<file path="src/hdl/epoch_seconds_to_calendar_macros.svh">
// assertion macros of the epoch-to-calendar converter, used by its controller
`ifndef EPOCH_SECONDS_TO_CALENDAR_MACROS_SVH
`define EPOCH_SECONDS_TO_CALENDAR_MACROS_SVH
`ifndef SYNTHESIS
// same-cycle implication, checked at every rising clock edge out of reset
`define ESC_ASSERT_SAME(label, clk, rst_n, ante, cons) \
	label: assert property (@(posedge clk) disable iff (!rst_n) (ante) |-> (cons)) \
		else $error("esc assertion failed");
// next-cycle implication
`define ESC_ASSERT_NEXT(label, clk, rst_n, ante, cons) \
	label: assert property (@(posedge clk) disable iff (!rst_n) (ante) |=> (cons)) \
		else $error("esc assertion failed");
`else
`define ESC_ASSERT_SAME(label, clk, rst_n, ante, cons)
`define ESC_ASSERT_NEXT(label, clk, rst_n, ante, cons)
`endif
`endif

</file>
<file path="src/hdl/esc_pkg.sv">
// types, constants and the month length table of the epoch-to-calendar converter
package esc_pkg;

	// field widths
	localparam int unsigned EPOCH_W   = 31;
	localparam int unsigned DAYS_W    = 15;
	localparam int unsigned YEAR_W    = 11;

	// reciprocal division: quotient = (scaled dividend * reciprocal) >> shift
	localparam int unsigned MUL_W     = 29;
	localparam int unsigned RECIP_W   = 30;
	localparam int unsigned PROD_W    = MUL_W + RECIP_W;

	// divide by 60 as shift by 2 then 1/15, by 24 as shift by 3 then 1/3, then 1/7
	localparam logic [RECIP_W-1:0] RECIP_15    = 30'd572662307;
	localparam int unsigned        RECIP_15_SH = 33;
	localparam logic [RECIP_W-1:0] RECIP_3     = 30'd715827883;
	localparam int unsigned        RECIP_3_SH  = 31;
	localparam logic [RECIP_W-1:0] RECIP_7     = 30'd613566757;
	localparam int unsigned        RECIP_7_SH  = 32;

	// calendar start: january 1970, 19 centuries is 3 mod 4
	localparam logic [YEAR_W-1:0] EPOCH_YEAR      = 11'd1970;
	localparam logic [6:0]        EPOCH_YEAR_C    = 7'd70;
	localparam logic [1:0]        EPOCH_CENTURY_4 = 2'd3;
	localparam logic [6:0]        LAST_YEAR_C     = 7'd99;
	localparam logic [3:0]        MONTH_JAN       = 4'd0;
	localparam logic [3:0]        MONTH_FEB       = 4'd1;
	localparam logic [3:0]        MONTH_DEC       = 4'd11;

	typedef enum logic [2:0] {
		ST_IDLE,
		ST_MUL,
		ST_FIX,
		ST_WALK,
		ST_DONE
	} state_t;

	typedef enum logic [1:0] {
		PH_SEC,
		PH_MIN,
		PH_HOUR,
		PH_DAY
	} phase_t;

	// controller to datapath
	typedef struct packed {
		logic   load;
		logic   mul;
		logic   fix;
		phase_t phase;
		logic   walk_step;
	} cmd_t;

	// datapath to controller
	typedef struct packed {
		logic walk_done;
	} status_t;

	// days in month, january is zero
	function automatic logic [4:0] month_len(input logic [3:0] mon, input logic leap);
		logic [4:0] len;
		case (mon)
			4'd0, 4'd2, 4'd4, 4'd6, 4'd7, 4'd9, 4'd11: len = 5'd31;
			4'd3, 4'd5, 4'd8, 4'd10:                   len = 5'd30;
			MONTH_FEB:                                 len = leap ? 5'd29 : 5'd28;
			default:                                   len = 5'd31;
		endcase
		return len;
	endfunction

endpackage

</file>
<file path="src/hdl/epoch_seconds_to_calendar.sv">
// top level of the epoch-seconds to calendar converter
//
//  channel | handshake             | word
//  --------+-----------------------+-------------------------------------------
//  input   | start, busy           | epoch_seconds
//  result  | done (one-cycle pulse)| second minute hour weekday year month
//          |                       | day_of_month
//
// one conversion runs four reciprocal division phases, each a multiply state
// then a fix state, then the month walk, which steps once per month walked
// plus once to end the walk, then the done state; busy drops the cycle after
// done, and the month walk sets how long a conversion takes.
// arst_n clears the controller to idle; the result ports are valid only while
// done is high. results cannot be stalled; start is taken only while busy is low.
module epoch_seconds_to_calendar (
	input  logic                         clk,
	input  logic                         arst_n,
	input  logic                         start,
	input  logic [esc_pkg::EPOCH_W-1:0]  epoch_seconds,
	output logic                         busy,
	output logic                         done,
	output logic [5:0]                   second,
	output logic [5:0]                   minute,
	output logic [4:0]                   hour,
	output logic [2:0]                   weekday,
	output logic [esc_pkg::YEAR_W-1:0]   year,
	output logic [3:0]                   month,
	output logic [4:0]                   day_of_month
);

	esc_pkg::cmd_t    cmd;
	esc_pkg::status_t status;

	// sequencer
	esc_ctrl u_ctrl (
		.clk    (clk),
		.arst_n (arst_n),
		.start  (start),
		.status (status),
		.cmd    (cmd),
		.busy   (busy),
		.done   (done)
	);

	// arithmetic
	esc_dpath u_dpath (
		.clk           (clk),
		.cmd           (cmd),
		.epoch_seconds (epoch_seconds),
		.status        (status),
		.second        (second),
		.minute        (minute),
		.hour          (hour),
		.weekday       (weekday),
		.year          (year),
		.month         (month),
		.day_of_month  (day_of_month)
	);

endmodule

</file>
<file path="src/hdl/esc_ctrl.sv">
// controller: sequences the four division phases and the month walk
`include "epoch_seconds_to_calendar_macros.svh"
module esc_ctrl (
	input  logic             clk,
	input  logic             arst_n,
	input  logic             start,
	input  esc_pkg::status_t status,
	output esc_pkg::cmd_t    cmd,
	output logic             busy,
	output logic             done
);

	esc_pkg::state_t state_q, state_nxt;
	esc_pkg::phase_t phase_q;
	logic            last_phase;

	assign last_phase = (phase_q == esc_pkg::PH_DAY);

	// next state
	always_comb begin
		state_nxt = state_q;
		case (state_q)
			esc_pkg::ST_IDLE: begin
				if (start) state_nxt = esc_pkg::ST_MUL;
			end
			esc_pkg::ST_MUL:  state_nxt = esc_pkg::ST_FIX;
			esc_pkg::ST_FIX: begin
				if (last_phase) state_nxt = esc_pkg::ST_WALK;
				else state_nxt = esc_pkg::ST_MUL;
			end
			esc_pkg::ST_WALK: begin
				if (status.walk_done) state_nxt = esc_pkg::ST_DONE;
			end
			esc_pkg::ST_DONE: state_nxt = esc_pkg::ST_IDLE;
			default:          state_nxt = esc_pkg::ST_IDLE;
		endcase
	end

	// outputs and datapath commands
	always_comb begin
		cmd.load      = 1'b0;
		cmd.mul       = 1'b0;
		cmd.fix       = 1'b0;
		cmd.phase     = phase_q;
		cmd.walk_step = 1'b0;
		busy          = 1'b1;
		done          = 1'b0;
		case (state_q)
			esc_pkg::ST_IDLE: begin
				busy     = 1'b0;
				cmd.load = start;
			end
			esc_pkg::ST_MUL:  cmd.mul = 1'b1;
			esc_pkg::ST_FIX:  cmd.fix = 1'b1;
			esc_pkg::ST_WALK: cmd.walk_step = 1'b1;
			esc_pkg::ST_DONE: done = 1'b1;
			default:          busy = 1'b1;
		endcase
	end

	// state and phase
	always_ff @(posedge clk or negedge arst_n) begin
		if (!arst_n) begin
			state_q <= esc_pkg::ST_IDLE;
			phase_q <= esc_pkg::PH_SEC;
		end else begin
			state_q <= state_nxt;
			if (cmd.load) begin
				phase_q <= esc_pkg::PH_SEC;
			end else if (cmd.fix && !last_phase) begin
				phase_q <= esc_pkg::phase_t'(phase_q + 2'd1);
			end
		end
	end

	`ESC_ASSERT_NEXT(a_done_pulse, clk, arst_n, done, !done && !busy)
	`ESC_ASSERT_NEXT(a_start_busy, clk, arst_n, start && !busy, busy && !done)
	`ESC_ASSERT_NEXT(a_mul_then_fix, clk, arst_n, cmd.mul, cmd.fix)
	`ESC_ASSERT_NEXT(a_day_to_walk, clk, arst_n, cmd.fix && last_phase, state_q == esc_pkg::ST_WALK)
	`ESC_ASSERT_SAME(a_busy_cmds, clk, arst_n, cmd.mul || cmd.fix || cmd.walk_step, busy)

endmodule

</file>
<file path="src/hdl/esc_dpath.sv">
// datapath: reciprocal divider, month walker and result registers
module esc_dpath (
	input  logic                         clk,
	input  esc_pkg::cmd_t                cmd,
	input  logic [esc_pkg::EPOCH_W-1:0]  epoch_seconds,
	output esc_pkg::status_t             status,
	output logic [5:0]                   second,
	output logic [5:0]                   minute,
	output logic [4:0]                   hour,
	output logic [2:0]                   weekday,
	output logic [esc_pkg::YEAR_W-1:0]   year,
	output logic [3:0]                   month,
	output logic [4:0]                   day_of_month
);

	logic [esc_pkg::EPOCH_W-1:0]   num_q;
	logic [esc_pkg::MUL_W-1:0]     mul_in;
	logic [esc_pkg::RECIP_W-1:0]   recip;
	logic [esc_pkg::PROD_W-1:0]    prod_q, prod_sh;
	logic [esc_pkg::EPOCH_W-1:0]   quo, back, rem;

	logic [esc_pkg::DAYS_W-1:0]    days_q;
	logic [esc_pkg::YEAR_W-1:0]    year_q;
	logic [6:0]                    year_c_q;
	logic [1:0]                    century_q;
	logic [3:0]                    mon_q;
	logic [5:0]                    sec_q, min_q;
	logic [4:0]                    hour_q;
	logic [2:0]                    wd_q;
	logic                          leap, fits;
	logic [4:0]                    len;

	// scaled dividend and reciprocal for the current phase
	always_comb begin
		case (cmd.phase)
			esc_pkg::PH_SEC, esc_pkg::PH_MIN: begin
				mul_in = num_q[esc_pkg::EPOCH_W-1:2];
				recip  = esc_pkg::RECIP_15;
			end
			esc_pkg::PH_HOUR: begin
				mul_in = {1'b0, num_q[esc_pkg::EPOCH_W-1:3]};
				recip  = esc_pkg::RECIP_3;
			end
			esc_pkg::PH_DAY: begin
				mul_in = num_q[esc_pkg::MUL_W-1:0];
				recip  = esc_pkg::RECIP_7;
			end
			default: begin
				mul_in = num_q[esc_pkg::EPOCH_W-1:2];
				recip  = esc_pkg::RECIP_15;
			end
		endcase
	end

	// quotient from the registered product
	always_comb begin
		case (cmd.phase)
			esc_pkg::PH_SEC, esc_pkg::PH_MIN: prod_sh = prod_q >> esc_pkg::RECIP_15_SH;
			esc_pkg::PH_HOUR:                 prod_sh = prod_q >> esc_pkg::RECIP_3_SH;
			esc_pkg::PH_DAY:                  prod_sh = prod_q >> esc_pkg::RECIP_7_SH;
			default:                          prod_sh = prod_q >> esc_pkg::RECIP_15_SH;
		endcase
	end
	assign quo = prod_sh[esc_pkg::EPOCH_W-1:0];

	// quotient times divisor by shift and add, remainder by subtraction
	always_comb begin
		case (cmd.phase)
			esc_pkg::PH_SEC, esc_pkg::PH_MIN: back = (quo << 6) - (quo << 2);
			esc_pkg::PH_HOUR:                 back = (quo << 4) + (quo << 3);
			esc_pkg::PH_DAY:                  back = (quo << 3) - quo;
			default:                          back = (quo << 6) - (quo << 2);
		endcase
	end
	assign rem = num_q - back;

	// gregorian leap rule from year mod 4, year mod 100 and century mod 4
	assign leap = (year_q[1:0] == 2'b00) && ((year_c_q != 7'd0) || (century_q == 2'd0));
	assign len  = esc_pkg::month_len(mon_q, leap);
	assign fits = (days_q >= {{(esc_pkg::DAYS_W-5){1'b0}}, len});
	assign status.walk_done = !fits;

	// dividend register: epoch seconds, then each quotient in turn
	always_ff @(posedge clk) begin
		if (cmd.load) begin
			num_q <= epoch_seconds;
		end else if (cmd.fix) begin
			num_q <= quo;
		end
	end

	// 29 x 30 bit product
	always_ff @(posedge clk) begin
		if (cmd.mul) begin
			prod_q <= {{(esc_pkg::PROD_W-esc_pkg::MUL_W){1'b0}}, mul_in} *
				{{(esc_pkg::PROD_W-esc_pkg::RECIP_W){1'b0}}, recip};
		end
	end

	// capture each remainder at the end of its phase
	always_ff @(posedge clk) begin
		if (cmd.fix) begin
			case (cmd.phase)
				esc_pkg::PH_SEC:  sec_q  <= rem[5:0];
				esc_pkg::PH_MIN:  min_q  <= rem[5:0];
				esc_pkg::PH_HOUR: hour_q <= rem[4:0];
				esc_pkg::PH_DAY:  wd_q   <= rem[2:0];
				default:          sec_q  <= rem[5:0];
			endcase
		end
	end

	// month walk from january 1970
	always_ff @(posedge clk) begin
		if (cmd.load) begin
			year_q    <= esc_pkg::EPOCH_YEAR;
			year_c_q  <= esc_pkg::EPOCH_YEAR_C;
			century_q <= esc_pkg::EPOCH_CENTURY_4;
			mon_q     <= esc_pkg::MONTH_JAN;
		end else if (cmd.fix && cmd.phase == esc_pkg::PH_DAY) begin
			days_q <= num_q[esc_pkg::DAYS_W-1:0];
		end else if (cmd.walk_step && fits) begin
			days_q <= days_q - {{(esc_pkg::DAYS_W-5){1'b0}}, len};
			if (mon_q == esc_pkg::MONTH_DEC) begin
				mon_q  <= esc_pkg::MONTH_JAN;
				year_q <= year_q + 1'b1;
				if (year_c_q == esc_pkg::LAST_YEAR_C) begin
					year_c_q  <= 7'd0;
					century_q <= century_q + 1'b1;
				end else begin
					year_c_q <= year_c_q + 1'b1;
				end
			end else begin
				mon_q <= mon_q + 1'b1;
			end
		end
	end

	// result ports
	assign second       = sec_q;
	assign minute       = min_q;
	assign hour         = hour_q;
	assign weekday      = wd_q;
	assign year         = year_q;
	assign month        = mon_q + 4'd1;
	assign day_of_month = days_q[4:0] + 5'd1;

endmodule

</file>
<file path="config.mk">
export PLATFORM = sky130hd
export DESIGN_NAME = epoch_seconds_to_calendar
export DESIGN_NICKNAME = d
export VERILOG_FILES = /design/src/hdl/esc_pkg.sv /design/src/hdl/epoch_seconds_to_calendar.sv /design/src/hdl/esc_ctrl.sv /design/src/hdl/esc_dpath.sv
export VERILOG_INCLUDE_DIRS = /design/src /design/src/hdl
export SDC_FILE = /design/constraint.sdc
export NUM_CORES = 1
export LEC_CHECK = 0
export ABC_CLOCK_PERIOD_IN_PS = 10230
export BUFFER_PORTS_ARGS = -buffer_cell sky130_fd_sc_hd__buf_2
export CAP_MARGIN = 10
export CORE_ASPECT_RATIO = 0.7
export CORE_MARGIN = 4
export CORE_UTILIZATION = 25
export CTS_BUF_LIST = sky130_fd_sc_hd__clkbuf_16
export DETAILED_ROUTE_END_ITERATION = 7
export SLEW_MARGIN = 30
export SYNTH_ARGS = -nofsm -noshare
export SYNTH_HDL_FRONTEND = slang
export SYNTH_HIERARCHICAL = 1
export SYNTH_SLANG_ARGS = --single-unit
</file>
<file path="constraint.sdc">
create_clock -name clk -period 10.23 [get_ports clk]
set_input_delay 0.5115 -clock clk [delete_from_list [all_inputs] [get_ports clk]]
set_output_delay 0.5115 -clock clk [all_outputs]
set_load 0.03 [all_outputs]
</file>
==> impl_metrics.py, run 1 <==
metrics = {
    "power": {
        "ir_worst_vdd_uv": 90.8,
        "power.leakage_uw": 0.0133,
        "p_per_area_nw_per_um2": 51.2,
    },
    "cells_and_area": {
        "fin_nets": 3202,
        "drive_gt1_frac": 0.0589,
        "syn_to_final_growth_pct": 10.2,
    },
    "global_routing": {
        "grt_usage": 0.143,
        "antenna_found_initial": 1,
        "grt_pass1_wl_um": 104000,
        "grt_max_degree": 75,
        "gr-total-overflow": 0,
        "grt_pass1_vias": 16439,
    },
    "setup_path": {
        "cp_num_buf_inv": 4,
        "r2r_slack_ns": 1.03,
        "crit_arrival_ns": 9.38,
        "path_delay_family": "adder cells",
        "crit_chain": "and2_1, buf_4, nand2_1, fa_1, inv_1, fa_1, fa_1, fa_1, fa_1, fa_1, fa_1, inv_1, fa_1, inv_1, ha_1, and3_1, a31oi_1, a21oi_1, o31ai_2, o31ai_4, a31oi_2, nor2_1, a221oi_1, xnor2_1",
        "critPathKind": "reg -> reg",
        "critPathMostFrequentCell": "fa_1",
        "crit_required_ns": 10.41,
        "r2r_end": "u_dpath/prod_q[55]$_DFFE_PP_",
        "worstReg2RegStart": "u_ctrl/phase_q[0]$_DFFE_PN0P_",
        "cp_max_fo": 35,
        "path_depth": 24,
        "reg2reg_depth": 24,
        "critPathMaxStageDelay_ns": 0.79,
        "crit_path_end": "u_dpath/prod_q[55]$_DFFE_PP_",
        "cp-start-kind": "flop",
        "critPathCaptureType": "flop",
        "cp_slowest_cell": "dfrtp_4",
        "critical_path.startpoint": "u_ctrl/phase_q[0]$_DFFE_PN0P_",
    },
    "yosys": {
        "yosys_register_bits": 123,
        "syn-mean-instance-area_um2": 9.65,
        "synth_most_common_cell": "inv_1",
        "synth-async-reset-ratio": 0.0407,
        "synth_top_area_frac": 0.321,
        "yosys_warnings": 6,
        "syn_inst": 2387,
        "netlist_area_um2": 23000,
        "synth-main-ff-cell": "edfxtp_1",
        "synth_nets": 3158,
        "synth_top_cell_by_area": "fa_1",
        "synthTopCellsByArea": "fa_1 (32%), ha_1 (20%), edfxtp_1 (12%)",
        "yosysSeqAreaShare": 0.149,
        "synth_common_cells": "inv_1 (590), fa_1 (369), ha_1 (368)",
        "yosys.cell_types.count": 71,
        "synth_edf_count": 94,
    },
    "timing": {
        "period_share": 0.899,
        "fmax_mhz": 109,
        "fin_ws_ns": 1.03,
        "relSlewSlack": 0.384,
        "hold_viol": 0,
        "drv_slew": 0,
        "fin_skew_ns": 0.0196,
        "rsz0062_at_grt": "false",
        "fin_tns_setup_ns": 0,
        "setup_viol": 0,
        "finalCriticalPeriod_ns": 9.20,
        "tightestPinTransition_ns": 0.922,
    },
    "clock_tree": {
        "clock-sinks": 123,
        "postCtsSetupRepairBufs": 0,
        "cts.clk_slew.worst_paths_ns": 0.07,
        "clock_path_buffers": 2,
        "cts_max_level": 4,
        "root_buffer": "clkbuf_16",
        "cts-resized-gates": 0,
        "cts_inserted_buffers": 17,
        "cts_tree": "done",
        "clk_latency_ns": 0.44,
    },
    "placed_design": {
        "globalplace.congestion": 0.975,
        "port_buffers": 75,
        "dp_hpwl_um": 61000,
        "pre_cts_ws_ns": 1.18,
    },
    "detailed_routing": {
        "drt_iter0_drc": 1601,
        "drt-vias-per-instance": 4.52,
        "wl_per_cell_um": 18.8,
        "vias": 16571,
        "drc": 0,
        "wirelength_um": 69100,
        "dr.pass1.iters": 7,
        "detail-route-antenna-nets": 0,
    },
    "die": {
        "ios": 76,
        "die_width_um": 371,
        "core_um2": 90700,
        "dieArea_um2": 97100,
        "initial_core_util": 0.254,
        "std_cell_rows": 92,
        "chipHeight_um": 262,
    },
    "flow_run": {
        "maxCapViolations": 0,
    },
    "worst_hold_path": {
        "hp-class": "in -> reg",
    },
    "outcome": {
        "status": "finished clean",
    },
}
-- timing repair --
| action | 4_1_cts | 5_1_grt |
|---|---|---|
| hold buffers | 1 | 0 |
| endpoints found under the setup margin | 0 | 0 |
| hold endpoints to repair | 5 | 0 |
-- flip-flops by register name (all words and copies together) (netlist names) --
| signal | count |
|---|---|
| u_ctrl/state_q | 3 |
| u_dpath/year | 11 |
| u_dpath/days_q | 15 |
| u_dpath/hour | 5 |
| u_dpath/minute | 6 |
| u_dpath/second | 6 |
| u_dpath/year_c_q | 7 |
| u_dpath/weekday | 3 |
| u_dpath/century_q | 2 |
| u_dpath/num_q | 31 |
| u_ctrl/phase_q | 2 |
| u_dpath/prod_q | 28 |
| u_dpath/mon_q | 4 |
-- cells by family (layout without fill, tap and decap cells) --
logic type,count (synthesis),in the layout,share of synthesized area
compound gates,307,307,0.0827
xor+xnor,79,79,0.0300
fa+ha+maj,737,737,0.521
buf+inv,654,711,0.107
flops,123,123,0.149
mux,52,52,0.0228
other cells,2,3,0.000326
simple gates,433,433,0.0875
-- per-layer routing --
layer,up-vias,wire (um),GRT usage
li1,7704,-,-
met1,8176,34200,0.225
met2,657,26200,0.185
met3,34,8170,0.0546
met4,0,563,0.0166
met5,-,0,0
-- placed cells by master (no fill, tap or decap), types with 7 or more instances in the layout --
master / netlist / routed
and3_1: 22 / 21
nand3_1: 26 / 26
mux2i_1: 48 / 48
xor2_1: 38 / 38
fa_1: 369 / 369
buf_2: 3 / 75
nand4_1: 27 / 27
edfxtp_1: 94 / 94
buf_4: 1 / 12
nor4_1: 7 / 7
clkbuf_16: 0 / 17
a21oi_1: 94 / 94
nor3_1: 12 / 12
inv_1: 590 / 590
ha_1: 368 / 368
nand2b_1: 14 / 14
a31oi_1: 8 / 8
nand2_1: 184 / 184
nor2_1: 90 / 88
and2_1: 21 / 21
o211ai_1: 7 / 7
o21ai_0: 92 / 92
dfxtp_1: 24 / 24
a21o_1: 57 / 57
nor2b_1: 8 / 8
xnor2_1: 41 / 41
-- worst min-delay path by stage --
stage	cells after the start	start	to	slack [ns]
floorplan	0	arst_n	u_ctrl/phase_q[0]$_DFFE_PN0P_	0.22
global route	3	epoch_seconds[18]	u_dpath/num_q[18]$_DFFE_PP_	0.36
global placement	1	arst_n	u_ctrl/state_q[1]$_DFFE_PN0P_	0.34
finish	3	epoch_seconds[17]	u_dpath/num_q[17]$_DFFE_PP_	0.36
CTS	3	epoch_seconds[17]	u_dpath/num_q[17]$_DFFE_PP_	0.35
detailed placement	1	arst_n	u_ctrl/state_q[1]$_DFFE_PN0P_	0.34
-- stage by stage --
step	hold WS, ns	std cells	power (uW)	util	cell area (um2)
global placement	0.344	3633	708	0.273	24800
finish	0.364	3667	1300	0.280	25400
floorplan	0.216	2387	651	-	23000
global route	0.364	3666	1350	0.280	25400
CTS	0.352	3666	1310	0.280	25400
detailed placement	0.344	3633	707	0.273	24800
-- area by class of cell --
cell class	instances	area (um2)
fillers	9673	65300
flip-flops and latches	123	3430
clock inverters	15	149
diodes	1	2.50
multi-input cells	1610	17100
repair buffers	88	475
clock buffers	17	425
inverters	591	2220
well taps	1222	1530
-- report_power, final --
group	total, uW	internal (uW)	switching [uW]
Clock	599	325	274
Combinational	163	62.5	101
Sequential	537	537	0
Total	1300	924	375
-- worst min-delay path, delay by kind of cell --
kind | cells | cell delay, ns
and+or+nand+nor | 1 | 0.04
buffers and inverters | 1 | 0.07
AOI/OAI and AO/OA | 1 | 0.05
No activity file was read; power rests on OpenSTA's default activity.
==> inputs of run 2 (changes only) <==
--- a/config.mk
+++ b/config.mk
@@ -17,5 +17,4 @@
 export SLEW_MARGIN = 30
 export SYNTH_ARGS = -nofsm -noshare
 export SYNTH_HDL_FRONTEND = slang
-export SYNTH_HIERARCHICAL = 1
 export SYNTH_SLANG_ARGS = --single-unit
==> run 2 against run 1 <==
Fmax fell by 5.7%. Non-clock buffer count rose by 8. Synthesized area fell by 0.92%. Die area fell by 0.90%.
==> impl_metrics.py, run 2 <==
metrics = {
    "die": {
        "chipHeight_um": 261,
        "die_width_um": 369,
        "dieArea_um2": 96200,
        "std_cell_rows": 92,
        "ios": 76,
        "initial_core_util": 0.253,
        "core_um2": 90200,
    },
    "timing": {
        "fin_tns_setup_ns": 0,
        "drv_slew": 0,
        "finalCriticalPeriod_ns": 9.75,
        "hold_viol": 0,
        "setup_viol": 0,
        "tightestPinTransition_ns": 0.909,
        "period_share": 0.954,
        "rsz0062_at_grt": "false",
        "relSlewSlack": 0.394,
        "fin_ws_ns": 0.475,
        "fmax_mhz": 103,
        "fin_skew_ns": 0.0164,
    },
    "clock_tree": {
        "clock_path_buffers": 2,
        "cts_max_level": 4,
        "clk_latency_ns": 0.43,
        "cts_inserted_buffers": 17,
        "cts.clk_slew.worst_paths_ns": 0.06,
        "root_buffer": "clkbuf_16",
        "clock-sinks": 123,
        "cts_tree": "done",
    },
    "cells_and_area": {
        "final_common_cell": "inv_1",
        "fin_nets": 3155,
        "regMostFlops": "u_dpath.num_q",
        "drive_gt1_frac": 0.0710,
        "reg_top3": "u_dpath.num_q (31), u_dpath.prod_q (28), u_dpath.days_q (15)",
        "syn_to_final_growth_pct": 11.2,
        "n_antenna_cell": 0,
        "mostFrequentLayoutCells": "inv_1 (604), fa_1 (371), ha_1 (367), nand2_1 (129), a21oi_1 (95)",
        "fin_util": 0.281,
        "largest_register_ffs": 31,
    },
    "yosys": {
        "synth_top_cell_by_area": "fa_1",
        "yosys_register_bits": 123,
        "netlist_area_um2": 22800,
        "syn_inst": 2313,
        "synth_most_common_cell": "inv_1",
        "synth_edf_count": 94,
        "yosysSeqAreaShare": 0.150,
        "synthTopCellsByArea": "fa_1 (33%), ha_1 (20%), edfxtp_1 (12%)",
        "syn-mean-instance-area_um2": 9.87,
        "synth-async-reset-ratio": 0.0407,
        "synth_nets": 3088,
        "synth_common_cells": "inv_1 (603), fa_1 (371), ha_1 (370)",
        "synth-main-ff-cell": "edfxtp_1",
        "yosys_warnings": 0,
        "yosys.cell_types.count": 73,
        "synth_top_area_frac": 0.325,
    },
    "detailed_routing": {
        "wl_per_cell_um": 18.6,
        "dr.pass1.iters": 7,
        "wirelength_um": 67200,
        "detail-route-antenna-nets": 0,
        "drt_iter0_drc": 1383,
        "vias": 16347,
        "drt-vias-per-instance": 4.52,
        "drc": 0,
    },
    "setup_path": {
        "r2r_end": "u_dpath.prod_q[57]$_DFFE_PP_",
        "critPathCaptureType": "flop",
        "critical_path.startpoint": "u_ctrl.phase_q[0]$_DFFE_PN0P_",
        "worstReg2RegStart": "u_ctrl.phase_q[0]$_DFFE_PN0P_",
        "critPathMostFrequentCell": "fa_1",
        "crit_path_end": "u_dpath.prod_q[57]$_DFFE_PP_",
        "r2r_slack_ns": 0.48,
        "cp_max_fo": 26,
        "cp_slowest_cell": "nor2_2",
        "critPathKind": "reg -> reg",
        "critPathMaxStageDelay_ns": 0.80,
        "crit_arrival_ns": 9.93,
        "crit_required_ns": 10.41,
        "reg2reg_depth": 30,
        "cp-start-kind": "flop",
    },
    "global_routing": {
        "grt_pass1_wl_um": 102000,
        "grt_max_degree": 67,
        "antenna_found_initial": 1,
        "grt_usage": 0.141,
        "gr-total-overflow": 0,
        "grt_pass1_vias": 16696,
    },
    "flow_run": {
        "maxCapViolations": 0,
    },
    "placed_design": {
        "pre_cts_ws_ns": 0.539,
        "dp_hpwl_um": 59200,
        "globalplace.congestion": 0.956,
        "port_buffers": 75,
    },
    "worst_hold_path": {
        "hp-class": "in -> reg",
        "min_from": "epoch_seconds[27]",
    },
    "outcome": {
        "status": "finished clean",
    },
}
## run 2: changes by cell type after synthesis, sizes merged, moves of 11 or more
| cell | before | now |
|---|---|---|
| mux2i | 48 | 3 |
| xnor2 | 41 | 55 |
| nand2 | 184 | 130 |
| o21ai | 97 | 44 |
| nor2b | 8 | 34 |
| a22oi | 1 | 25 |
| inv | 591 | 603 |
| nor2 | 90 | 76 |
| clkbuf | 53 | 35 |
| nand4 | 27 | 16 |
| a21o | 57 | 42 |
| a22o | 2 | 27 |
| or2 | 1 | 15 |
| a31oi | 9 | 27 |
## run 2: how the worst min path moves through the flow
stage,endpoint,slack (ns),cells past startpoint
6_report,u_dpath.num_q[27]$_DFFE_PP_,0.36,3
5_1_grt,u_dpath.num_q[27]$_DFFE_PP_,0.36,3
4_1_cts,u_dpath.num_q[27]$_DFFE_PP_,0.34,3
3_5_place_dp,u_ctrl.state_q[0]$_DFFE_PN0P_,0.33,1
3_3_place_gp,u_ctrl.state_q[0]$_DFFE_PN0P_,0.33,1
2_1_floorplan,u_ctrl.phase_q[0]$_DFFE_PN0P_,0.22,0
## run 2: cell type report
cell class / count / area (um2)
fillers: 9548 / 64900
multi-input cells: 1539 / 17000
flip-flops and latches: 123 / 3430
inverters: 603 / 2260
well taps: 1222 / 1530
repair buffers: 96 / 573
clock buffers: 17 / 425
clock inverters: 15 / 193
## run 2: what timing repair did
action,CTS,global route
endpoints found under the hold margin,5,0
buffers inserted,0,0
gates resized for setup,0,0
endpoints found under the setup margin,0,3
hold buffers,1,0
## run 2: worst max-delay path: cells and delay by family, from the launching register on
family	cells	cell delay [ns]
fa+ha+maj	10	4.76
compound gates	7	1.88
simple gates	5	1.45
buf+inv	7	0.82
flops	1	0.44
xor+xnor	1	0.10
## run 2: cell families after synthesis
family                   share of synthesized area
XOR/XNOR                                    0.0322
other                                     0.000164
adder cells (fa/ha/maj)                      0.528
flip-flops                                   0.150
AND/OR/NAND/NOR                             0.0840
multiplexers                               0.00132
AO/OA/AOI/OAI                               0.0959
buffers and inverters                        0.108
## run 2: per-layer routing
layer  part of all wire  GRT usage  wire length [um]  vias to the layer above
met4             0.0081     0.0142               544                        2
met2               0.37      0.181             24700                      695
li1                   -          -                 -                     7535
met5             0.0014    0.00810                96                        -
met3               0.15     0.0775             10200                       43
met1               0.47      0.206             31600                     8072
## run 2: per-stage QoR
stage,cells,hold WS (ns),area [um2]
floorplan,2313,0.216,22800
global placement,3581,0.333,24700
detailed placement,3581,0.334,24700
CTS,3614,0.343,25400
global route,3615,0.355,25400
finish,3615,0.356,25400
Power of run 2 is left out: the tool's default activity adds up to more than one toggle a clock period on the data nets, which glitch-free logic cannot reach.
